File: config.mk
export PLATFORM = sky130hd
export DESIGN_NAME = control_port_packet_router_flat
export DESIGN_NICKNAME = d
export VERILOG_FILES = /design/src/hw/rtl/cppr_pkg.sv /design/src/hw/rtl/cppr_req_if.sv /design/src/hw/rtl/cppr_rsp_if.sv /design/src/hw/rtl/cppr_front.sv /design/src/hw/rtl/cppr_queue.sv /design/src/hw/rtl/cppr_back.sv /design/src/hw/rtl/control_port_packet_router.sv /design/src/flat_wrapper.sv
export SDC_FILE = /design/constraint.sdc
export NUM_CORES = 1
export LEC_CHECK = 0
export BUFFER_PORTS_ARGS = -buffer_cell sky130_fd_sc_hd__buf_2
export CORE_UTILIZATION = 57
export CTS_BUF_LIST = sky130_fd_sc_hd__clkbuf_4 sky130_fd_sc_hd__clkbuf_8 sky130_fd_sc_hd__clkbuf_16
export CTS_CLUSTER_DIAMETER = 80
export DETAILED_ROUTE_END_ITERATION = 8
export GPL_TIMING_DRIVEN = 0
export PLACE_DENSITY = 0.8
export SLEW_MARGIN = 0
export SYNTH_ARGS = -nofsm -noshare
export SYNTH_HDL_FRONTEND = slang
export SYNTH_SLANG_ARGS = --single-unit
File: constraint.sdc
create_clock -name clock -period 8.7 [get_ports clock]
set_input_delay 0.87 -clock clock [delete_from_list [all_inputs] [get_ports clock]]
set_output_delay 0.87 -clock clock [all_outputs]
set_load 0.05 [all_outputs]
File: src/hw/rtl/cppr_pkg.sv
// Shared types and constants of the control port packet router.
`default_nettype none

package cppr_pkg;

   localparam int DATA_W  = 64;
   localparam int KEEP_W  = 8;
   localparam int PORT_W  = 16;
   localparam int ADDR_W  = 32;
   localparam int CODE_W  = 32;
   localparam int LEN_W   = 16;
   localparam int KCNT_W  = 4;

   localparam logic [PORT_W-1:0] CONTROL_PORT_RESET = 16'd5440;
   localparam logic [CODE_W-1:0] SUBMIT_CODE_RESET  = 32'd1;

   // Register index, taken from paddr[2]
   localparam logic REG_CONTROL_PORT = 1'b0;
   localparam logic REG_SUBMIT_CODE  = 1'b1;

   // Fields of the command word on a control first beat
   localparam int CODE_LSB  = 0;
   localparam int SPORT_LSB = 32;
   localparam int DPORT_LSB = 48;

   typedef enum logic [1:0] {
      CMD_RX    = 2'd0,
      CMD_TX    = 2'd1,
      CMD_REPLY = 2'd2,
      CMD_NONE  = 2'd3
   } cppr_cmd_type;

   typedef enum logic [2:0] {
      KIND_ABSORB  = 3'd0,
      KIND_RX_FWD  = 3'd1,
      KIND_COMMAND = 3'd2,
      KIND_TX_FWD  = 3'd3,
      KIND_REFUSED = 3'd4,
      KIND_IGNORED = 3'd5
   } cppr_kind_type;

   typedef enum logic [3:0] {
      RX_FIRST  = 4'b0001,
      RX_ADDR   = 4'b0010,
      RX_WAIT   = 4'b0100,
      RX_INSIDE = 4'b1000
   } cppr_rx_state_type;

   // Classified word handed from the front to the back
   typedef struct packed {
      cppr_cmd_type        cmd;
      logic [DATA_W-1:0]   data;
      logic [KEEP_W-1:0]   keep;
      logic                last;
      logic [ADDR_W-1:0]   maddr;
      logic [PORT_W-1:0]   mport;
      logic                ok;
      logic                is_ctrl;
      logic                is_submit;
      logic [KCNT_W-1:0]   kcount;
   } cppr_item_type;

   typedef struct packed {
      cppr_kind_type       kind;
      logic [DATA_W-1:0]   data;
      logic [KEEP_W-1:0]   keep;
      logic                last;
      logic [CODE_W-1:0]   code;
      logic                ports_valid;
      logic [PORT_W-1:0]   src_port;
      logic [PORT_W-1:0]   dst_port;
      logic                meta_valid;
      logic [ADDR_W-1:0]   src_addr;
      logic [ADDR_W-1:0]   dst_addr;
      logic [LEN_W-1:0]    tx_length;
   } cppr_result_type;

endpackage

`default_nettype wire

File: src/hw/rtl/cppr_req_if.sv
// Input word channel: receive/transmit beats and command replies.
`default_nettype none

interface cppr_req_if;
   logic        valid;
   logic        ready;
   logic [1:0]  command;
   logic [63:0] beat_data;
   logic [7:0]  beat_keep;
   logic        beat_last;
   logic [31:0] meta_dest_addr;
   logic [15:0] meta_dest_port;
   logic        reply_ok;

   modport source (output valid, command, beat_data, beat_keep, beat_last,
                   meta_dest_addr, meta_dest_port, reply_ok, input ready);
   modport sink (input valid, command, beat_data, beat_keep, beat_last,
                 meta_dest_addr, meta_dest_port, reply_ok, output ready);
endinterface

`default_nettype wire

File: src/hw/rtl/cppr_rsp_if.sv
// Result word channel.
`default_nettype none

interface cppr_rsp_if;
   logic        valid;
   logic        ready;
   logic [2:0]  kind;
   logic [63:0] out_data;
   logic [7:0]  out_keep;
   logic        out_last;
   logic [31:0] command_code;
   logic        ports_valid;
   logic [15:0] src_port;
   logic [15:0] dst_port;
   logic        meta_valid;
   logic [31:0] src_addr;
   logic [31:0] dst_addr;
   logic [15:0] tx_length;

   modport source (output valid, kind, out_data, out_keep, out_last, command_code,
                   ports_valid, src_port, dst_port, meta_valid, src_addr, dst_addr,
                   tx_length, input ready);
   modport sink (input valid, kind, out_data, out_keep, out_last, command_code,
                 ports_valid, src_port, dst_port, meta_valid, src_addr, dst_addr,
                 tx_length, output ready);
endinterface

`default_nettype wire

File: src/hw/rtl/cppr_front.sv
// Front stage: accepts input words and classifies them against the config.
`default_nettype none

module cppr_front #(
   parameter int BYTES_PER_BEAT = 8
) (
   input  wire logic                     clock,
   input  wire logic                     reset,
   cppr_req_if.sink                      req,
   input  wire logic [15:0]              control_port,
   input  wire logic [31:0]              submit_code,
   output logic                          out_valid,
   output cppr_pkg::cppr_item_type       out_item,
   input  wire logic                     out_ready
);
   import cppr_pkg::*;

   logic          valid_ff, valid_in;
   cppr_item_type item_ff, item_in;
   logic [KCNT_W-1:0] kcount;
   logic          take;

   assign req.ready = !valid_ff || out_ready;
   assign take      = req.valid && req.ready;

   // enabled bytes within the beat width
   always_comb begin
      kcount = '0;
      for (int i = 0; i < KEEP_W; i++) begin
         if (i < BYTES_PER_BEAT) begin
            kcount = kcount + {{(KCNT_W-1){1'b0}}, req.beat_keep[i]};
         end
      end
   end

   always_comb begin
      item_in.cmd       = cppr_cmd_type'(req.command);
      item_in.data      = req.beat_data;
      item_in.keep      = req.beat_keep;
      item_in.last      = req.beat_last;
      item_in.maddr     = req.meta_dest_addr;
      item_in.mport     = req.meta_dest_port;
      item_in.ok        = req.reply_ok;
      item_in.is_ctrl   = (req.meta_dest_port == control_port);
      item_in.is_submit = (req.beat_data[CODE_LSB +: CODE_W] == submit_code);
      item_in.kcount    = kcount;
   end

   always_comb begin
      valid_in = valid_ff;
      if (take) begin
         valid_in = 1'b1;
      end else if (out_ready) begin
         valid_in = 1'b0;
      end
   end

   always_ff @(posedge clock) begin
      if (reset) begin
         valid_ff <= 1'b0;
      end else begin
         valid_ff <= valid_in;
      end
   end

   always_ff @(posedge clock) begin
      if (take) begin
         item_ff <= item_in;
      end
   end

   assign out_valid = valid_ff;
   assign out_item  = item_ff;

endmodule

`default_nettype wire

File: src/hw/rtl/cppr_queue.sv
// Two-entry queue between the front and back stages.
`default_nettype none

module cppr_queue (
   input  wire logic                     clock,
   input  wire logic                     reset,
   input  wire logic                     wr_valid,
   input  wire cppr_pkg::cppr_item_type  wr_item,
   output logic                          wr_ready,
   output logic                          rd_valid,
   output cppr_pkg::cppr_item_type       rd_item,
   input  wire logic                     rd_ready
);
   import cppr_pkg::*;

   cppr_item_type slot_ff [2];
   logic       wr_ptr_ff, wr_ptr_in;
   logic       rd_ptr_ff, rd_ptr_in;
   logic [1:0] count_ff, count_in;
   logic       push, pop;

   assign wr_ready = (count_ff != 2'd2);
   assign rd_valid = (count_ff != 2'd0);
   assign rd_item  = slot_ff[rd_ptr_ff];
   assign push     = wr_valid && wr_ready;
   assign pop      = rd_valid && rd_ready;

   always_comb begin
      wr_ptr_in = push ? !wr_ptr_ff : wr_ptr_ff;
      rd_ptr_in = pop  ? !rd_ptr_ff : rd_ptr_ff;
      count_in  = count_ff;
      if (push && !pop) begin
         count_in = count_ff + 2'd1;
      end else if (pop && !push) begin
         count_in = count_ff - 2'd1;
      end
   end

   always_ff @(posedge clock) begin
      if (reset) begin
         wr_ptr_ff <= 1'b0;
         rd_ptr_ff <= 1'b0;
         count_ff  <= 2'd0;
      end else begin
         wr_ptr_ff <= wr_ptr_in;
         rd_ptr_ff <= rd_ptr_in;
         count_ff  <= count_in;
      end
   end

   always_ff @(posedge clock) begin
      if (push) begin
         slot_ff[wr_ptr_ff] <= wr_item;
      end
   end

endmodule

`default_nettype wire

File: src/hw/rtl/cppr_back.sv
// Back stage: routing state, transmit length count and the result register.
`default_nettype none

module cppr_back (
   input  wire logic                     clock,
   input  wire logic                     reset,
   input  wire logic                     in_valid,
   input  wire cppr_pkg::cppr_item_type  in_item,
   output logic                          in_ready,
   cppr_rsp_if.source                    rsp
);
   import cppr_pkg::*;

   cppr_rx_state_type rx_state_ff, rx_state_in;
   logic              tx_inside_ff, tx_inside_in;
   logic [PORT_W-1:0] self_port_ff, self_port_in;
   logic [PORT_W-1:0] dest_port_ff, dest_port_in;
   logic [ADDR_W-1:0] self_addr_ff, self_addr_in;
   logic [ADDR_W-1:0] dest_addr_ff, dest_addr_in;
   logic [LEN_W-1:0]  byte_count_ff, byte_count_in;
   logic [LEN_W-1:0]  count_sum;
   logic              out_valid_ff, out_valid_in;
   cppr_result_type   result_ff, result_in;
   logic              pop;

   assign in_ready  = !out_valid_ff || rsp.ready;
   assign pop       = in_valid && in_ready;
   assign count_sum = byte_count_ff + {{(LEN_W-KCNT_W){1'b0}}, in_item.kcount};

   always_comb begin
      rx_state_in   = rx_state_ff;
      tx_inside_in  = tx_inside_ff;
      self_port_in  = self_port_ff;
      dest_port_in  = dest_port_ff;
      self_addr_in  = self_addr_ff;
      dest_addr_in  = dest_addr_ff;
      byte_count_in = byte_count_ff;
      result_in     = '0;
      result_in.kind = KIND_ABSORB;

      case (in_item.cmd)
         CMD_RX: begin
            case (rx_state_ff)
               RX_FIRST: begin
                  self_addr_in = in_item.maddr;
                  if (in_item.is_ctrl) begin
                     result_in.kind = KIND_COMMAND;
                     result_in.code = in_item.data[CODE_LSB +: CODE_W];
                     if (in_item.is_submit) begin
                        self_port_in          = in_item.data[SPORT_LSB +: PORT_W];
                        dest_port_in          = in_item.data[DPORT_LSB +: PORT_W];
                        result_in.ports_valid = 1'b1;
                        result_in.src_port    = in_item.data[SPORT_LSB +: PORT_W];
                        result_in.dst_port    = in_item.data[DPORT_LSB +: PORT_W];
                        rx_state_in           = RX_ADDR;
                     end else begin
                        rx_state_in = RX_WAIT;
                     end
                  end else if (in_item.mport == self_port_ff) begin
                     result_in.kind = KIND_RX_FWD;
                     result_in.data = in_item.data;
                     result_in.keep = in_item.keep;
                     result_in.last = in_item.last;
                     if (!in_item.last) begin
                        rx_state_in = RX_INSIDE;
                     end
                  end
               end
               RX_ADDR: begin
                  dest_addr_in = in_item.data[ADDR_W-1:0];
                  rx_state_in  = RX_WAIT;
               end
               RX_WAIT: begin
                  result_in.kind = KIND_REFUSED;
               end
               RX_INSIDE: begin
                  result_in.kind = KIND_RX_FWD;
                  result_in.data = in_item.data;
                  result_in.keep = in_item.keep;
                  result_in.last = in_item.last;
                  if (in_item.last) begin
                     rx_state_in = RX_FIRST;
                  end
               end
               default: begin
                  rx_state_in = RX_FIRST;
               end
            endcase
         end
         CMD_TX: begin
            result_in.kind = KIND_TX_FWD;
            result_in.data = in_item.data;
            result_in.keep = in_item.keep;
            result_in.last = in_item.last;
            if (!tx_inside_ff) begin
               result_in.meta_valid = 1'b1;
               result_in.src_port   = self_port_ff;
               result_in.dst_port   = dest_port_ff;
               result_in.src_addr   = self_addr_ff;
               result_in.dst_addr   = dest_addr_ff;
            end
            if (in_item.last) begin
               result_in.tx_length = count_sum;
               byte_count_in       = '0;
               tx_inside_in        = 1'b0;
            end else begin
               byte_count_in = count_sum;
               tx_inside_in  = 1'b1;
            end
         end
         CMD_REPLY: begin
            if (rx_state_ff == RX_WAIT) begin
               if (in_item.ok) begin
                  rx_state_in = RX_FIRST;
               end
            end else begin
               result_in.kind = KIND_IGNORED;
            end
         end
         default: begin
            result_in.kind = KIND_ABSORB;
         end
      endcase
   end

   always_comb begin
      out_valid_in = out_valid_ff;
      if (pop) begin
         out_valid_in = 1'b1;
      end else if (rsp.ready) begin
         out_valid_in = 1'b0;
      end
   end

   always_ff @(posedge clock) begin
      if (reset) begin
         rx_state_ff   <= RX_FIRST;
         tx_inside_ff  <= 1'b0;
         self_port_ff  <= '0;
         dest_port_ff  <= '0;
         self_addr_ff  <= '0;
         dest_addr_ff  <= '0;
         byte_count_ff <= '0;
         out_valid_ff  <= 1'b0;
      end else begin
         out_valid_ff <= out_valid_in;
         if (pop) begin
            rx_state_ff   <= rx_state_in;
            tx_inside_ff  <= tx_inside_in;
            self_port_ff  <= self_port_in;
            dest_port_ff  <= dest_port_in;
            self_addr_ff  <= self_addr_in;
            dest_addr_ff  <= dest_addr_in;
            byte_count_ff <= byte_count_in;
         end
      end
   end

   always_ff @(posedge clock) begin
      if (pop) begin
         result_ff <= result_in;
      end
   end

   assign rsp.valid        = out_valid_ff;
   assign rsp.kind         = result_ff.kind;
   assign rsp.out_data     = result_ff.data;
   assign rsp.out_keep     = result_ff.keep;
   assign rsp.out_last     = result_ff.last;
   assign rsp.command_code = result_ff.code;
   assign rsp.ports_valid  = result_ff.ports_valid;
   assign rsp.src_port     = result_ff.src_port;
   assign rsp.dst_port     = result_ff.dst_port;
   assign rsp.meta_valid   = result_ff.meta_valid;
   assign rsp.src_addr     = result_ff.src_addr;
   assign rsp.dst_addr     = result_ff.dst_addr;
   assign rsp.tx_length    = result_ff.tx_length;

endmodule

`default_nettype wire

File: src/hw/rtl/control_port_packet_router.sv
// Top level of the control port packet router: config registers and stage wiring.
//
//  channel   | direction | handshake               | carries
//  ----------+-----------+-------------------------+-------------------------------
//  req_bus   | in        | valid/ready             | rx/tx beats, command replies
//  rsp_bus   | out       | valid/ready             | one result word per input word
//  apb (p*)  | in        | psel/penable, pready=1  | control_port @0, submit_code @4
//
// One word per cycle sustained while rsp_bus is ready; a word passes the front
// register, a queue slot and the result register, in that order.
// The rate is set by the back stage, which updates the routing state and the
// transmit byte count once per word.
// Reset is synchronous and active high; config returns to port 5440 and code 1.
// A stalled rsp_bus holds its word; the two-entry queue and front register keep
// taking input until they fill, then req_bus.ready drops.
`default_nettype none

module control_port_packet_router #(
   parameter int BYTES_PER_BEAT = 8
) (
   input  wire logic        clock,
   input  wire logic        reset,
   cppr_req_if.sink         req_bus,
   cppr_rsp_if.source       rsp_bus,
   input  wire logic        psel,
   input  wire logic        penable,
   input  wire logic        pwrite,
   input  wire logic [2:0]  paddr,
   input  wire logic [31:0] pwdata,
   output logic [31:0]      prdata,
   output logic             pready
);
   import cppr_pkg::*;

   logic [PORT_W-1:0] control_port_ff, control_port_in;
   logic [CODE_W-1:0] submit_code_ff, submit_code_in;
   logic              csr_write;

   logic          front_valid;
   cppr_item_type front_item;
   logic          queue_wr_ready;
   logic          queue_rd_valid;
   cppr_item_type queue_item;
   logic          back_ready;

   // ---- config registers ----
   assign pready    = 1'b1;
   assign csr_write = psel && penable && pwrite;

   always_comb begin
      control_port_in = control_port_ff;
      submit_code_in  = submit_code_ff;
      if (csr_write) begin
         case (paddr[2])
            REG_CONTROL_PORT: control_port_in = pwdata[PORT_W-1:0];
            REG_SUBMIT_CODE:  submit_code_in  = pwdata[CODE_W-1:0];
            default:          control_port_in = control_port_ff;
         endcase
      end
   end

   always_comb begin
      case (paddr[2])
         REG_CONTROL_PORT: prdata = {{(32-PORT_W){1'b0}}, control_port_ff};
         REG_SUBMIT_CODE:  prdata = submit_code_ff;
         default:          prdata = '0;
      endcase
   end

   always_ff @(posedge clock) begin
      if (reset) begin
         control_port_ff <= CONTROL_PORT_RESET;
         submit_code_ff  <= SUBMIT_CODE_RESET;
      end else begin
         control_port_ff <= control_port_in;
         submit_code_ff  <= submit_code_in;
      end
   end

   // ---- front: accept and classify ----
   cppr_front #(
      .BYTES_PER_BEAT (BYTES_PER_BEAT)
   ) u_front (
      .clock        (clock),
      .reset        (reset),
      .req          (req_bus),
      .control_port (control_port_ff),
      .submit_code  (submit_code_ff),
      .out_valid    (front_valid),
      .out_item     (front_item),
      .out_ready    (queue_wr_ready)
   );

   // ---- decoupling queue ----
   cppr_queue u_queue (
      .clock    (clock),
      .reset    (reset),
      .wr_valid (front_valid),
      .wr_item  (front_item),
      .wr_ready (queue_wr_ready),
      .rd_valid (queue_rd_valid),
      .rd_item  (queue_item),
      .rd_ready (back_ready)
   );

   // ---- back: routing state and result ----
   cppr_back u_back (
      .clock    (clock),
      .reset    (reset),
      .in_valid (queue_rd_valid),
      .in_item  (queue_item),
      .in_ready (back_ready),
      .rsp      (rsp_bus)
   );

endmodule

`default_nettype wire
File: src/flat_wrapper.sv
// flat-port wrapper written by rule: the top's interface ports become plain ports
module control_port_packet_router_flat import cppr_pkg::*;
#(
   parameter int BYTES_PER_BEAT = 8
)
  (clock, reset, psel, penable, pwrite, paddr, pwdata, prdata, pready, req_bus_valid, req_bus_command, req_bus_beat_data, req_bus_beat_keep, req_bus_beat_last, req_bus_meta_dest_addr, req_bus_meta_dest_port, req_bus_reply_ok, req_bus_ready, rsp_bus_valid, rsp_bus_kind, rsp_bus_out_data, rsp_bus_out_keep, rsp_bus_out_last, rsp_bus_command_code, rsp_bus_ports_valid, rsp_bus_src_port, rsp_bus_dst_port, rsp_bus_meta_valid, rsp_bus_src_addr, rsp_bus_dst_addr, rsp_bus_tx_length, rsp_bus_ready);
  cppr_req_if req_bus_i ();
  cppr_rsp_if rsp_bus_i ();
  input  wire logic clock;
  input  wire logic reset;
  input  wire logic psel;
  input  wire logic penable;
  input  wire logic pwrite;
  input  wire logic [2:0] paddr;
  input  wire logic [31:0] pwdata;
  output logic [31:0] prdata;
  output logic pready;
  input wire logic [$bits(req_bus_i.valid)-1:0] req_bus_valid;
  input wire logic [$bits(req_bus_i.command)-1:0] req_bus_command;
  input wire logic [$bits(req_bus_i.beat_data)-1:0] req_bus_beat_data;
  input wire logic [$bits(req_bus_i.beat_keep)-1:0] req_bus_beat_keep;
  input wire logic [$bits(req_bus_i.beat_last)-1:0] req_bus_beat_last;
  input wire logic [$bits(req_bus_i.meta_dest_addr)-1:0] req_bus_meta_dest_addr;
  input wire logic [$bits(req_bus_i.meta_dest_port)-1:0] req_bus_meta_dest_port;
  input wire logic [$bits(req_bus_i.reply_ok)-1:0] req_bus_reply_ok;
  output wire logic [$bits(req_bus_i.ready)-1:0] req_bus_ready;
  output wire logic [$bits(rsp_bus_i.valid)-1:0] rsp_bus_valid;
  output wire logic [$bits(rsp_bus_i.kind)-1:0] rsp_bus_kind;
  output wire logic [$bits(rsp_bus_i.out_data)-1:0] rsp_bus_out_data;
  output wire logic [$bits(rsp_bus_i.out_keep)-1:0] rsp_bus_out_keep;
  output wire logic [$bits(rsp_bus_i.out_last)-1:0] rsp_bus_out_last;
  output wire logic [$bits(rsp_bus_i.command_code)-1:0] rsp_bus_command_code;
  output wire logic [$bits(rsp_bus_i.ports_valid)-1:0] rsp_bus_ports_valid;
  output wire logic [$bits(rsp_bus_i.src_port)-1:0] rsp_bus_src_port;
  output wire logic [$bits(rsp_bus_i.dst_port)-1:0] rsp_bus_dst_port;
  output wire logic [$bits(rsp_bus_i.meta_valid)-1:0] rsp_bus_meta_valid;
  output wire logic [$bits(rsp_bus_i.src_addr)-1:0] rsp_bus_src_addr;
  output wire logic [$bits(rsp_bus_i.dst_addr)-1:0] rsp_bus_dst_addr;
  output wire logic [$bits(rsp_bus_i.tx_length)-1:0] rsp_bus_tx_length;
  input wire logic [$bits(rsp_bus_i.ready)-1:0] rsp_bus_ready;
  assign req_bus_i.valid = req_bus_valid;
  assign req_bus_i.command = req_bus_command;
  assign req_bus_i.beat_data = req_bus_beat_data;
  assign req_bus_i.beat_keep = req_bus_beat_keep;
  assign req_bus_i.beat_last = req_bus_beat_last;
  assign req_bus_i.meta_dest_addr = req_bus_meta_dest_addr;
  assign req_bus_i.meta_dest_port = req_bus_meta_dest_port;
  assign req_bus_i.reply_ok = req_bus_reply_ok;
  assign req_bus_ready = req_bus_i.ready;
  assign rsp_bus_valid = rsp_bus_i.valid;
  assign rsp_bus_kind = rsp_bus_i.kind;
  assign rsp_bus_out_data = rsp_bus_i.out_data;
  assign rsp_bus_out_keep = rsp_bus_i.out_keep;
  assign rsp_bus_out_last = rsp_bus_i.out_last;
  assign rsp_bus_command_code = rsp_bus_i.command_code;
  assign rsp_bus_ports_valid = rsp_bus_i.ports_valid;
  assign rsp_bus_src_port = rsp_bus_i.src_port;
  assign rsp_bus_dst_port = rsp_bus_i.dst_port;
  assign rsp_bus_meta_valid = rsp_bus_i.meta_valid;
  assign rsp_bus_src_addr = rsp_bus_i.src_addr;
  assign rsp_bus_dst_addr = rsp_bus_i.dst_addr;
  assign rsp_bus_tx_length = rsp_bus_i.tx_length;
  assign rsp_bus_i.ready = rsp_bus_ready;
  control_port_packet_router #(.BYTES_PER_BEAT(BYTES_PER_BEAT)) u_core (.clock(clock), .reset(reset), .req_bus(req_bus_i), .rsp_bus(rsp_bus_i), .psel(psel), .penable(penable), .pwrite(pwrite), .paddr(paddr), .pwdata(pwdata), .prdata(prdata), .pready(pready));
endmodule
# After elaboration in Yosys (flattened, before gate mapping)
# Memory sizes are Yosys's and may differ from the RTL's. A register that Yosys moved wholly into a read port is not among the register bits.
# Cells that the tools add are included.
# totals
register_bits	523
latch_bits	0
ramBits	260
romBits	0
inputBits	166
word_cells	131
memories	1
# op_classes
add_sub_neg	10
n_mul	0
div	0
magnitude_cmp	0
eq_ne	16
n_shift	0
muxes	35
n_bitwise	2
n_reduce_logical	31
# memory_table
name	words	width	read_ports	rd_ports_with_merged_regs	wr	line	rtl
u_core.u_queue.slot_ff	2	130	1	1	1	cppr_queue.sv:16	cppr_item_type slot_ff [2];
# op_table
operator	n
$pmux 73 s2	2
$pmux 32 s2	2
$mux 97	1
$mux 74	1
$mux 73	1
$mux 32	2
$mux 33	1
$eq 16x16->1	2
$eq 32x32->1	1
$mux 4	6
$pmux 3 s3	2
$add 16x4->16	1
$add 4x1->4	4
$mux 16	1
$pmux 4 s4	1
$reduce_bool 2->1	5
$mux 1	9
$reduce_and 3->1	3
$ne 4x3->1 const B	2
$pmux 4 s2	1
$reduce_and 2->1	4
$reduce_and 8->1	1
$logic_and 1x1->1	7
$logic_not 1->1	6
21 further kinds	28

# Depth between registers and ports, before layout
# Gate-level depths: netlist of the first run.
# depth
ltp_word	7
mapped_depth	14
mapped_depth_nobuf	9

# Hierarchy
# From an unflattened synthesis of the first run, not the netlist that was laid out.
# hier_totals
cells_unflattened	2005
area_unflattened_um2	30334.1
# modules_own_cells
mod	n_inst	cells_each	area_per_inst_um2	seq_area_each_um2
cppr_back	1	1118	13636.8	9028.7
cppr_queue	1	428	9629.2	7907.6
cppr_front	1	223	4653.2	3923.8
control_port_packet_router	1	236	2414.8	960.9

# Least setup slack after synthesis of the first run
# No wires, ideal clock.
# synth_timing
kind	input-to-reg
start	in rsp_bus_ready
end	reg u_core.u_back.dest_port_ff[0]
setup_time_ps	65
arrival_ps	6774
required_ps	8635
slack_ps	1860
cell_stages	7
n_path_buf	1
path_cell_list	nand2b_1 > o21ai_1 > inv_1 > nand2_1 > buf_2 > a2bb2oi_1 > nor2_1
# synth_between
elab_chain_cells	3
# synth_rtl
element	line	rtl
start: declaration	flat_wrapper.sv:40	input wire logic [$bits(rsp_bus_i.ready)-1:0] rsp_bus_ready;
$logic_or 1x1->1	cppr_back.sv:26	assign in_ready = !out_valid_ff || rsp.ready;
$logic_and 1x1->1	cppr_back.sv:27	assign pop = in_valid && in_ready;
$reduce_and 5->1 (no line)	n/a	
end signal: assignment	cppr_back.sv:151	dest_port_ff <= dest_port_in;
end: declaration	cppr_back.sv:17	logic [PORT_W-1:0] dest_port_ff, dest_port_in;
# No other way between the ends.
# A chain may end at the register's enable or synchronous reset.

==> results.md, run 1 <==
* Status: finished, final reports clean
* Most common flop cell mapped by yosys: edfxtp_1
* RSZ-0062 raised after global routing: false
* Global route overflow at 0
* Final Critical Period at between 4 and 5 ns
* Post-Syn Area at around 30000 sq um
* Hold Buf Count CTS at 0
* Dpl hpwl at between 50000 and 60000 microns
* 1st-pass router iterations at 6
* Cell chain of the critical path: buf_6, buf_2, buf_2, buf_2, buf_2, mux2_2, ha_1, fa_1, a21o_1, a21oi_1, nor2b_1, nand3_1, xor2_1, nor2_1
* CP max-delay cell: a21oi_1
* Routed wire length at roughly 73000 microns
* Total power at around 12 mW
* Synth Net Count at roughly 2100
* Post-cts sizing count at 0
* Post-synthesis cell type count at 64
* Sequential cell area at approximately 22000 sq um
* Crit path kind: register to register
* Pint at roughly 7.6 mW
* Area of the multi-input gates at between 6000 and 7000 sq um
* Clock tree sinks at ~800
* Initial antenna violation count at 14
* Final period utilization at between 50 and 60%
* Drt via density at between 5 and 6
* FP Rows at roughly 80
* CP startpoint kind: register
* Synth Area in Compound Gates at 5.12%
* Sw power at 4.25 mW
* Synth Area in XOR/XNOR at approximately 2.5%
* Final Setup Violations at 0
* Post-Syn Instances at 1943
* Critical path's most frequent cell: buf_2
* Combinational share of power at just under 30%
* Async set-reset flop share out of synthesis at 0%
* Final Max Tran Viols at 0
* Die Y at 229 microns
* Register bit total from synthesis at between 700 and 800
* Crit end category: register
* Core ar. at 50500 sq um
* Post-CTS setup buffers at 0
* DR vias at 18162
* Reg clk slew, reported paths at 0.06 ns
* Placed cells at 3043
* Static Leakage at 12.9 nW
* Top Ports at between 400 and 500
* TritonCTS clock tree: built
* FILL cells at 3291
* Worst Hold Class: primary input to register
* CTS root buf: clkbuf_16
* Worst path max stage delay at just under 0.6 ns
* Layout cells sized above 1 at about 27%
* NumNets Final at between 2000 and 3000
* Final Hold Viols at 0
* Clock network fraction of design power at 28.4%
* CTS Buf Count at 76
* Clock skew at approximately 0.024 ns
* Crit-path max FO at 10
* Post-route ant nets at 0
* Sequential share of the synthesized area at roughly 74%
* Buffers on Ports at 418
* Post-Synth Adder-Cell Area at less than 1%
* Initial drt markers at just under 2000
* FMAX at 207 MHz
* Post-synthesis mux area share at 5.17%
* Area Overhead vs Synth at 19.9%
* Final std cells w/o fill at 3200
* Arr. time, crit path at 5.19 ns
* Clock Latency Late Sink at between 0.6 and 0.7 ns
* DR DRC count at 0
* Worst slack, placed at between 3 and 4 ns
* Vias in the first global route at 18061
* CP required at around 9.1 ns
* Die width at about 230 microns
* Pin count of the biggest net entering global routing at about 120
* Post-synth EDFFs at between 600 and 700
* Max-Cap Viols at 0
* Rel. slew slack at roughly 8.2%
* YS warnings at 0
* Clock Tree Buf Depth at 3
* Total global-route track usage at between 20% and 30%
* Initial Util at roughly three fifths
* H-tree depth at 3
* Pwr dens at approximately 340 nW/um^2
* Slew @ Worst Pin at roughly 1.4 ns
* First-pass GRT wire length at 108000 microns
* WL/cell at between 20 and 25 microns
* Final GP Congestion at roughly 0.9
* Placement Cell Area at 32500 sq um
* Area share of and/or/nand/nor cells after synthesis at between 10% and 20%
* Fin util at 69.6%
* Worst vdd ir at ~260 uV
* Final instance area at roughly 35000 sq um
* Sw Share at roughly 36%
* Syn avg cell area at roughly 15 sq um
* Total die area at about 52000 sq um
* Combinational family with the most area after synthesis: simple AND/OR/NAND/NOR gates
* Final WS setup at between 3 and 4 ns
* Sequential power share at a little over two fifths
layer usage:
layer | global-route usage (%) | vias up | share of wire [%]
met5 | 0 | - | 0.033
met4 | 12.8 | 4 | 4.1
met3 | 4.43 | 176 | 7.0
met2 | 47.2 | 877 | 50
met1 | 34.9 | 8941 | 38
li1 | - | 8164 | -
cells in the mapped netlist, types with 11 or more instances:
master	n	area, sq um
edfxtp_1	612	18400
dfxtp_1	172	3440
nor2_1	164	616
nand2_1	153	574
mux2i_1	124	1240
and2_1	83	519
clkbuf_1	69	259
a21oi_1	67	335
a211oi_1	65	488
nor3_2	59	591
o21ai_0	45	225
xor2_1	42	368
xnor2_1	41	359
a2bb2oi_1	32	280
mux2_2	23	259
nor3_1	22	110
inv_1	20	75.1
buf_2	19	95.1
nand3_1	11	55.1
nor4_1	11	68.8
cell usage in the layout, fill, tap and decap left out, types with 7 or more instances in the layout:
cell / instances
edfxtp_1: 612
buf_2: 437
dfxtp_1: 172
nor2_1: 163
nand2_1: 153
mux2i_1: 124
and2_1: 82
clkbuf_16: 80
clkbuf_1: 69
a21oi_1: 67
a211oi_1: 65
nor3_2: 59
o21ai_0: 45
xor2_1: 42
xnor2_1: 41
a2bb2oi_1: 32
mux2_2: 23
nor3_1: 22
inv_1: 19
clkinv_1: 16
clkbuf_4: 16
diode_2: 15
nor4_1: 11
nand3_1: 11
buf_6: 9
nand4_1: 9
clkbuf_8: 9
ha_1: 8
nand2b_1: 7
or3_1: 7
registers in the layout, summed over array words and instances, names as in the netlist, 2 cells and up, named ones only:
register / count
u_core.u_queue.slot_ff: 260
u_core.u_front.out_item: 130
u_core.u_back.rsp.out_data: 64
u_core.submit_code_ff: 32
u_core.u_back.dest_addr_ff: 32
u_core.u_back.rsp.command_code: 32
u_core.u_back.rsp.dst_addr: 32
u_core.u_back.rsp.src_addr: 32
u_core.u_back.self_addr_ff: 32
u_core.control_port_ff: 16
u_core.u_back.byte_count_ff: 16
u_core.u_back.dest_port_ff: 16
u_core.u_back.rsp.dst_port: 16
u_core.u_back.rsp.src_port: 16
u_core.u_back.rsp.tx_length: 16
u_core.u_back.self_port_ff: 16
u_core.u_back.rsp.out_keep: 8
u_core.u_back.rx_state_ff: 4
u_core.u_back.rsp.kind: 3
u_core.u_queue.count_ff: 2
critical path: cells and delay by family, from the launching register on:
| kind | cells | cell delay [ns] |
|---|---|---|
| buffers and inverters | 5 | 1.80 |
| AOI/OAI and AO/OA | 2 | 0.75 |
| adders and majority gates | 2 | 0.65 |
| and+or+nand+nor | 3 | 0.48 |
| muxes | 1 | 0.40 |
| DFF | 1 | 0.32 |
| xor gates and xnor gates | 1 | 0.15 |
cell type report:
type | instances | area share, %
Sequential cell | 784 | 62.1
Multi-Input combinational cell | 1032 | 19.7
Timing Repair Buffer | 428 | 6.65
Clock buffer | 105 | 6.39
Tap cell | 672 | 2.39
Buffer | 106 | 1.45
Clock inverter | 37 | 1.03
Inverter | 21 | 0.246
Antenna cell | 15 | 0.107
power by group through the flow:
stage,clock network (mW),logic [mW],registers [mW]
2_1_floorplan,0,1.16,6.52
3_3_place_gp,0,3.32,5.30
3_5_place_dp,0,3.42,5.12
4_1_cts,3.41,3.44,5.05
5_1_grt,3.54,3.58,5.10
6_report,3.37,3.44,5.05
kinds of logic after synthesis:
group                      Yosys count
DFF                                784
adders and majority gates           13
buffers and inverters              127
and+or+nand+nor                    557
other                                1
muxes                              148
AOI/OAI and AO/OA                  230
xor gates and xnor gates            83
through the flow:
stage | setup TNS (ns) | hold WS (ns)
floorplan | 0 | 0.421
global placement | -227.48 | 0.422
detailed placement | 0 | 0.429
CTS | 0 | 0.386
global route | 0 | 0.400
finish | 0 | 0.411
path summary, 6_finish.rpt:
check,slack [ns],cells past startpoint,to,startpoint
worst max-delay path,3.88,14,u_core.u_back.rsp.tx_length[14],register
worst min-delay path,0.41,1,u_core.u_front.out_item[102],req_bus_beat_data[38]
worst max register to register,3.88,14,u_core.u_back.rsp.tx_length[14],register
worst min register to register,0.44,0,u_core.u_queue.slot_ff[1][88],u_core.u_front.out_item[88]
(Power assumes the default switching activity.)
==> run 2: changes to the inputs <==
Settings changed: ABC_AREA from default to 1, CORE_UTILIZATION 57 to 51, PLACE_DENSITY 0.8 to 0.75.
Clock period 8.7 ns to 4.1 ns, I/O delays scaled along.
==> results.md, run 2 <==
* Status: finished with violations
* Failing checks: design-rule violations
* Synth cell count leaders: edfxtp_1 (612), nand2_1 (339), nor2_1 (227)
* Initial drt markers at 1563 (-20%)
* Final std cells w/o fill at 3803 (+19%)
* FP Rows at 88 (+7.3%)
* TritonCTS clock tree: built
* FILL cells at 4221 (+28%)
* Die Y at 244 microns (+6.6%)
* Buffers on Ports at 419 (+0.24%)
* Post-cts sizing count at 0 (unchanged)
* Sequential share of the synthesized area at 73.2% (-1.3 points)
* Synth Net Count at 2524 (+19%)
* Top Ports at 423 (unchanged)
* Area Overhead vs Synth at 23.8%
* H-tree depth at 3 (unchanged)
* Syn avg cell area at 12.7 sq um (-16%)
* Slew @ Worst Pin at 1.09 ns (-0.285 ns)
* Worst Hold Class: primary input to register
* Clock tree sinks at 784 (unchanged)
* Clock Tree Buf Depth at 3 (unchanged)
* Final period utilization at 81.4% (+26 points)
* Drt via density at 5.30 (-6.7%)
* Most common flop cell mapped by yosys: edfxtp_1
* 1st-pass router iterations at 8 (+2)
* DR DRC count at 2 (+2)
* Static Leakage at 14.3 nW (+11%)
* Gr busiest metal: met2
* CP top delay family: simple AND/OR/NAND/NOR gates
* Post-Syn Area at 29800 sq um (+1.8%)
* Pwr dens at 779 nW/um^2 (+130%)
* WL/cell at 20.5 microns (-10%)
* Global route overflow at 0 (unchanged)
* FMAX at 300 MHz (+45%)
* Total global-route track usage at 26.1% (-1.6 points)
* Most common cell in the netlist: edfxtp_1
* Placement Cell Area at 33100 sq um (+1.9%)
* Vias in the first global route at 20122 (+11%)
* NumNets Final at 3141 (+20%)
* Worst vdd ir at 891 uV (+250%)
* Routed wire length at 78000 microns (+6.8%)
* Initial antenna violation count at 15 (+1)
* Met2 Resource Use GR at 44.3% (-2.9 points)
* Post-Syn Instances at 2345 (+21%)
* Most common cell after layout, fill and taps aside: edfxtp_1
* Share of the synthesized area in the top cell type at 61.6% (-1.1 points)
* Post-CTS setup buffers at 0 (unchanged)
* Post-synthesis cell type count at 44 (-31%)
* Met1 Use GR at 32.2% (-2.7 points)
* Max FFs per register at 260 (unchanged)
* CP max-delay cell: a21oi_1
* Post-route ant nets at 0 (unchanged)
* Worst path max stage delay at 0.39 ns (-0.19 ns)
* Setup TNS at 0 ns (unchanged)
* CP startpoint kind: register
* Core ar. at 57700 sq um (+14%)
* Grt met3 use at 5.43% (+1.0 points)
* Critical path's most frequent cell: nand2_1
* Reg with most FFs: u_core.u_queue.slot_ff
* Crit path kind: register to register
* Clock skew at 0.0268 ns (+0.00273 ns)
* CTS Buf Count at 79 (+3.9%)
* DR vias at 20146 (+11%)
* Final WS setup at 0.764 ns (-3.11 ns)
* Total die area at 59400 sq um (+14%)
* First-pass GRT wire length at 116000 microns (+8.1%)
* Cell chain of the critical path: buf_6, inv_4, buf_8, buf_6, clkbuf_1, nand2_1, nand2_1, ha_1, nand3_1, nand2_1, nand2_1, a21oi_1, nand3_1, nor2_1, nand3_1, nand2_1, nor2_1
* Placed cells at 3539 (+16%)
* Final Critical Period at 3.34 ns (-1.49 ns)
* Clock Latency Late Sink at 0.62 ns (about the same)
* Final GP Congestion at 0.865 (-2.7%)
* Reg clk slew, reported paths at 0.06 ns (about the same)
* Worst hold slack at 0.0342 ns (-0.376 ns)
* Final Setup Violations at 0 (unchanged)
* Worst slack, placed at 0.140 ns (-3.79 ns)
* Layout cells sized above 1 at 24.3% (-3.0 points)
* CP required at 4.46 ns (-4.61 ns)
* Crit-path max FO at 19 (+9)
* Max-Cap Viols at 0 (unchanged)
* CTS root buf: clkbuf_16
* Final instance area at 36900 sq um (+5.1%)
* Async set-reset flop share out of synthesis at 0% (unchanged)
* YS warnings at 0 (unchanged)
* Die width at 244 microns (+6.6%)
* Pin count of the biggest net entering global routing at 139 (+18%)
* Register bit total from synthesis at 784 (unchanged)
* CP bufs+invs at 5 (unchanged)
* Most frequent cells in the layout: edfxtp_1 (612), buf_2 (440), nand2_1 (339), nor2_1 (225), inv_1 (217)
* Rel. slew slack at 27.6% (+19 points)
* Initial Util at 51.7% (-6.4 points)
* Crit end category: register
* Most area-consuming cells after synthesis: edfxtp_1 (62%), dfxtp_1 (12%), nand2_1 (4.3%)
* Arr. time, crit path at 3.69 ns (-1.50 ns)
* Dpl hpwl at 54100 microns (+4.9%)
* RSZ-0062 raised after global routing: false
* Final Max Tran Viols at 0 (unchanged)
* Post-synth EDFFs at 612 (unchanged)
* Final Hold Viols at 0 (unchanged)
* Post-synth top area cell: edfxtp_1
run 2: changes by cell type after synthesis, sizes merged, moves of 32 or more:
cell,previous run,this run
inv,20,226
nand3,11,81
nor2,165,292
and2,83,0
a21oi,67,112
nor3,81,9
a211oi,65,0
o22ai,1,33
mux2i,124,32
or2,2,44
a2bb2oi,32,0
o21ai,46,167
nand2,153,342
run 2: report_power, final:
group	switching, mW	internal (mW)
combinational	7.98	2.10
sequential	0.576	10.8
clock	3.03	4.34
run 2: cells by family after synthesis:
group | share of synthesized area (%)
adder cells (fa/ha/maj) | 0.671
AND/OR/NAND/NOR | 12.6
multiplexers | 1.07
flip-flops | 73.2
AO/OA/AOI/OAI | 6.23
buffers and inverters | 4.88
XOR/XNOR | 1.35
other | 0.0126
run 2: path summary, 6_finish.rpt:
check                                    from                               to  slack [ns]  cells after the start
hold / removal                     pwdata[22]        u_core.submit_code_ff[22]        0.03                      3
setup / recovery                     register  u_core.u_back.rsp.tx_length[15]        0.76                     17
hold reg to reg   u_core.u_front.out_item[65]    u_core.u_queue.slot_ff[1][65]        0.44                      0
setup reg to reg                     register  u_core.u_back.rsp.tx_length[15]        0.76                     17
run 2: what timing repair did:
action	4_1_cts	5_1_grt
hold endpoints to repair	109	0
endpoints found under the setup margin	0	8
hold buffers	109	0
run 2: metal layers:
metal	wire length, microns	up-vias	part of all wire, %
li1	-	9305	-
met1	30600	9832	39
met2	38900	817	50
met3	5470	178	7.0
met4	3010	14	3.9
met5	95	-	0.12
run 2: stage by stage:
stage / power [mW] / utilization [%]
detailed placement: 21.5 / 57.4
finish: 28.8 / 64.0
CTS: 28.9 / 64.0
floorplan: 18.7 / -
global placement: 21.3 / 57.0
global route: 29.9 / 64.0
run 2: final cells by class:
cell class	count	area, sq um	area share, %
multi-input combinational	1229	6560	17.8
clock inverter	45	453	1.23
sequential	784	21800	59.1
antenna	9	22.5	0.0610
clock buffer	103	2240	6.07
timing repair buffer	538	3400	9.21
buffer	103	614	1.66
inverter	227	860	2.33
tap	765	957	2.59
run 2: tightest hold or removal path, delay by kind of cell:
family                 cells  cell delay (ns)
AND/OR/NAND/NOR            2             0.11
buffers and inverters      1             0.07
==> run 3: changes to the inputs <==
Settings changed: CORE_UTILIZATION 51 to 57, PLACE_DENSITY 0.75 to 0.79.
Clock period 4.1 ns to 3.2 ns, I/O delays scaled along.
==> results.md, run 3 (same netlist as run 2, synthesis figures left out) <==
* CP top delay family: adder cells
* CTS root buf: clkbuf_16
* Slew @ Worst Pin at 1.11 ns (+0.0202 ns)
* Final Critical Period at ~3.0 ns
* Worst path max stage delay at 0.54 ns (+0.15 ns)
* Final period utilization at between 90% and 100%
* Global route overflow at 0 (unchanged)
* Clock skew at 0.0238 ns (-0.00306 ns)
* FMAX at approximately 330 MHz
* Reg with most FFs: u_core.u_queue.slot_ff
* Max-Cap Viols at 0 (unchanged)
* RSZ-0062 raised after global routing: false
* Core ar. at 51500 sq um (-11%)
* Worst slack, placed at -0.708 ns (-0.848 ns)
* Drt via density at 5.44 (+2.7%)
* Final WS setup at 0.172 ns (-0.591 ns)
* CP bufs+invs at 6 (+1)
* Reg2Reg Capture Point: u_core.u_back.rsp.src_port[0]
* CP required at 3.57 ns (-0.89 ns)
* Worst R2R Setup Slack at 0.24 ns (-0.52 ns)
* Arr. time, crit path at 3.39 ns (-0.30 ns)
* Max FFs per register at 260 (unchanged)
* TritonCTS clock tree: built
* Worst vdd ir at 1040 uV (+17%)
* 1st-pass router iterations at 9 (+1)
* H-tree depth at 3 (unchanged)
* WL/cell at 20.6 microns (+0.60%)
* Clock Latency Late Sink at 0.62 ns (about the same)
* DR DRC count at 0 (-2)
* Worst Hold Class: primary input to register
* Hold path start: pwdata[10]
* Crit-path max FO at 2 (-17)
* CP max-delay cell: fa_1
* Placement Cell Area at 33100 sq um (-0.18%)
* Top Ports at 423 (unchanged)
* Status: finished, final reports clean
* Pwr dens at 980 nW/um^2 (+26%)
* Initial antenna violation count at 6 (-9)
* Fin util at 72.0% (+8.0 points)
* Die width at 231 microns (-5.4%)
* Crit end category: register
* Crit path kind: primary input to register
* NumNets Final at 3182 (+1.3%)
* Hold Crit Depth at 3 (unchanged)
* FILL cells at 3363 (-20%)
* Worst hold slack at 0.0388 ns (+0.00452 ns)
* Final GP Congestion at 0.899 (+3.9%)
* Total die area at 53200 sq um (-10%)
* Final instance area at 37100 sq um (+0.46%)
* DR vias at 20430 (+1.4%)
* Hold path endpoint: u_core.control_port_ff[10]
* Most frequent cells in the layout: edfxtp_1 (612), buf_2 (440), nand2_1 (339), nor2_1 (225), inv_1 (217)
* Most common cell after layout, fill and taps aside: edfxtp_1
* Die Y at 231 microns (-5.4%)
* Post-CTS setup buffers at 0 (unchanged)
* FP Rows at 83 (-5.7%)
* Clock tree sinks at 784 (unchanged)
* Reg2Reg Depth at 5 (-12)
* Pin count of the biggest net entering global routing at 129 (-7.2%)
* Initial drt markers at 1747 (+12%)
* Final Max Tran Viols at 0 (unchanged)
* Static Leakage at 14.4 nW (+0.64%)
* First-pass GRT wire length at 115000 microns (-0.85%)
* Final Hold Viols at 0 (unchanged)
* Buffers on Ports at 419 (unchanged)
* Cell chain of the critical path: dlygate4sd3_1, buf_2, fa_1, inv_1, fa_1, fa_1, inv_1, ha_1, inv_1, fa_1, inv_1
* Layout cells sized above 1 at 23.8% (-0.46 points)
* Dpl hpwl at 53200 microns (-1.5%)
* Final Setup Violations at 0 (unchanged)
* Area Overhead vs Synth at 24.4%
* Routed wire length at 77500 microns (-0.70%)
* Post-route ant nets at 0 (unchanged)
* Total global-route track usage at 29.0% (+2.9 points)
* CTS Buf Count at 77 (-2.5%)
* Vias in the first global route at 20355 (+1.2%)
* Rel. slew slack at 26.3% (-1.3 points)
* Clock Tree Buf Depth at 3 (unchanged)
* Initial Util at 57.9% (+6.2 points)
* Reg clk slew, reported paths at 0.06 ns (about the same)
* CP startpoint kind: primary input
[run 3: changes by cell type in the layout (fill, tap and decap cells not counted), moves of 3 or more]
| cell | before | now |
|---|---|---|
| bufinv_16 | 7 | 4 |
| clkbuf_16 | 83 | 80 |
| clkbuf_4 | 16 | 21 |
| clkinv_1 | 15 | 18 |
| clkinv_2 | 15 | 9 |
| dlygate4sd3_1 | 109 | 152 |
| inv_16 | 3 | 0 |
[run 3: report_power, final]
| group | switching [mW] | internal [mW] |
|---|---|---|
| Clock | 3.77 | 5.13 |
| Combinational | 10.2 | 2.74 |
| Sequential | 0.763 | 13.8 |
| Total | 14.7 | 21.7 |
[run 3: how the worst max path moves through the flow]
| stage | from | end | slack, ns | depth (start not counted) |
|---|---|---|---|---|
| 4_1_cts | req_bus_beat_keep[0] | u_core.u_front.out_item[1] | 0.19 | 11 |
| 3_3_place_gp | u_core.u_queue.count_ff[1] | u_core.u_queue.slot_ff[1][93] | -3.19 | 3 |
| 6_report | req_bus_beat_keep[0] | u_core.u_front.out_item[1] | 0.17 | 11 |
| 3_5_place_dp | register | u_core.u_back.byte_count_ff[10] | -0.71 | 18 |
| 5_1_grt | req_bus_beat_keep[0] | u_core.u_front.out_item[1] | 0.04 | 11 |
| 2_1_floorplan | u_core.u_queue.count_ff[1] | u_core.u_queue.slot_ff[1][0] | -1.21 | 3 |
[run 3: worst reg2reg max path, delay by kind of cell (launching register included)]
family	cells	cell delay [ns]
muxes	1	0.66
DFF	1	0.32
buffers and inverters	3	1.41
AOI/OAI and AO/OA	1	0.27
[run 3: stage by stage]
step	setup TNS [ns]	std cells	total power, mW
floorplan	-351.90	2345	24.0
global route	0	3752	37.7
detailed placement	-9.94	3456	27.4
global placement	-996.57	3444	27.1
CTS	0	3747	36.4
finish	0	3754	36.4
[run 3: area by class of cell]
cell class	instances	area (sq um)	share of cell area, %
sequential	784	21800	58.8
multi-input combinational	1229	6570	17.7
clock buffer	103	2180	5.86
timing repair buffer	583	3880	10.5
clock inverter	40	325	0.877
inverter	227	858	2.31
buffer	101	607	1.64
antenna	7	17.5	0.0472
tap	680	851	2.29
[run 3: timing repair]
action | in CTS | in global routing
resized for setup | 0 | 1
hold endpoints to repair | 160 | 0
hold buffers | 152 | 0
endpoints found under the setup margin | 26 | 2
[run 3: routing by layer]
layer	vias to the layer above	share of wire (%)	GRT usage, %
met5	-	0.017	0
met4	2	3.7	12.0
met3	193	8.5	5.52
met2	1020	51	51.9
met1	9846	36	34.3
li1	9369	-	-
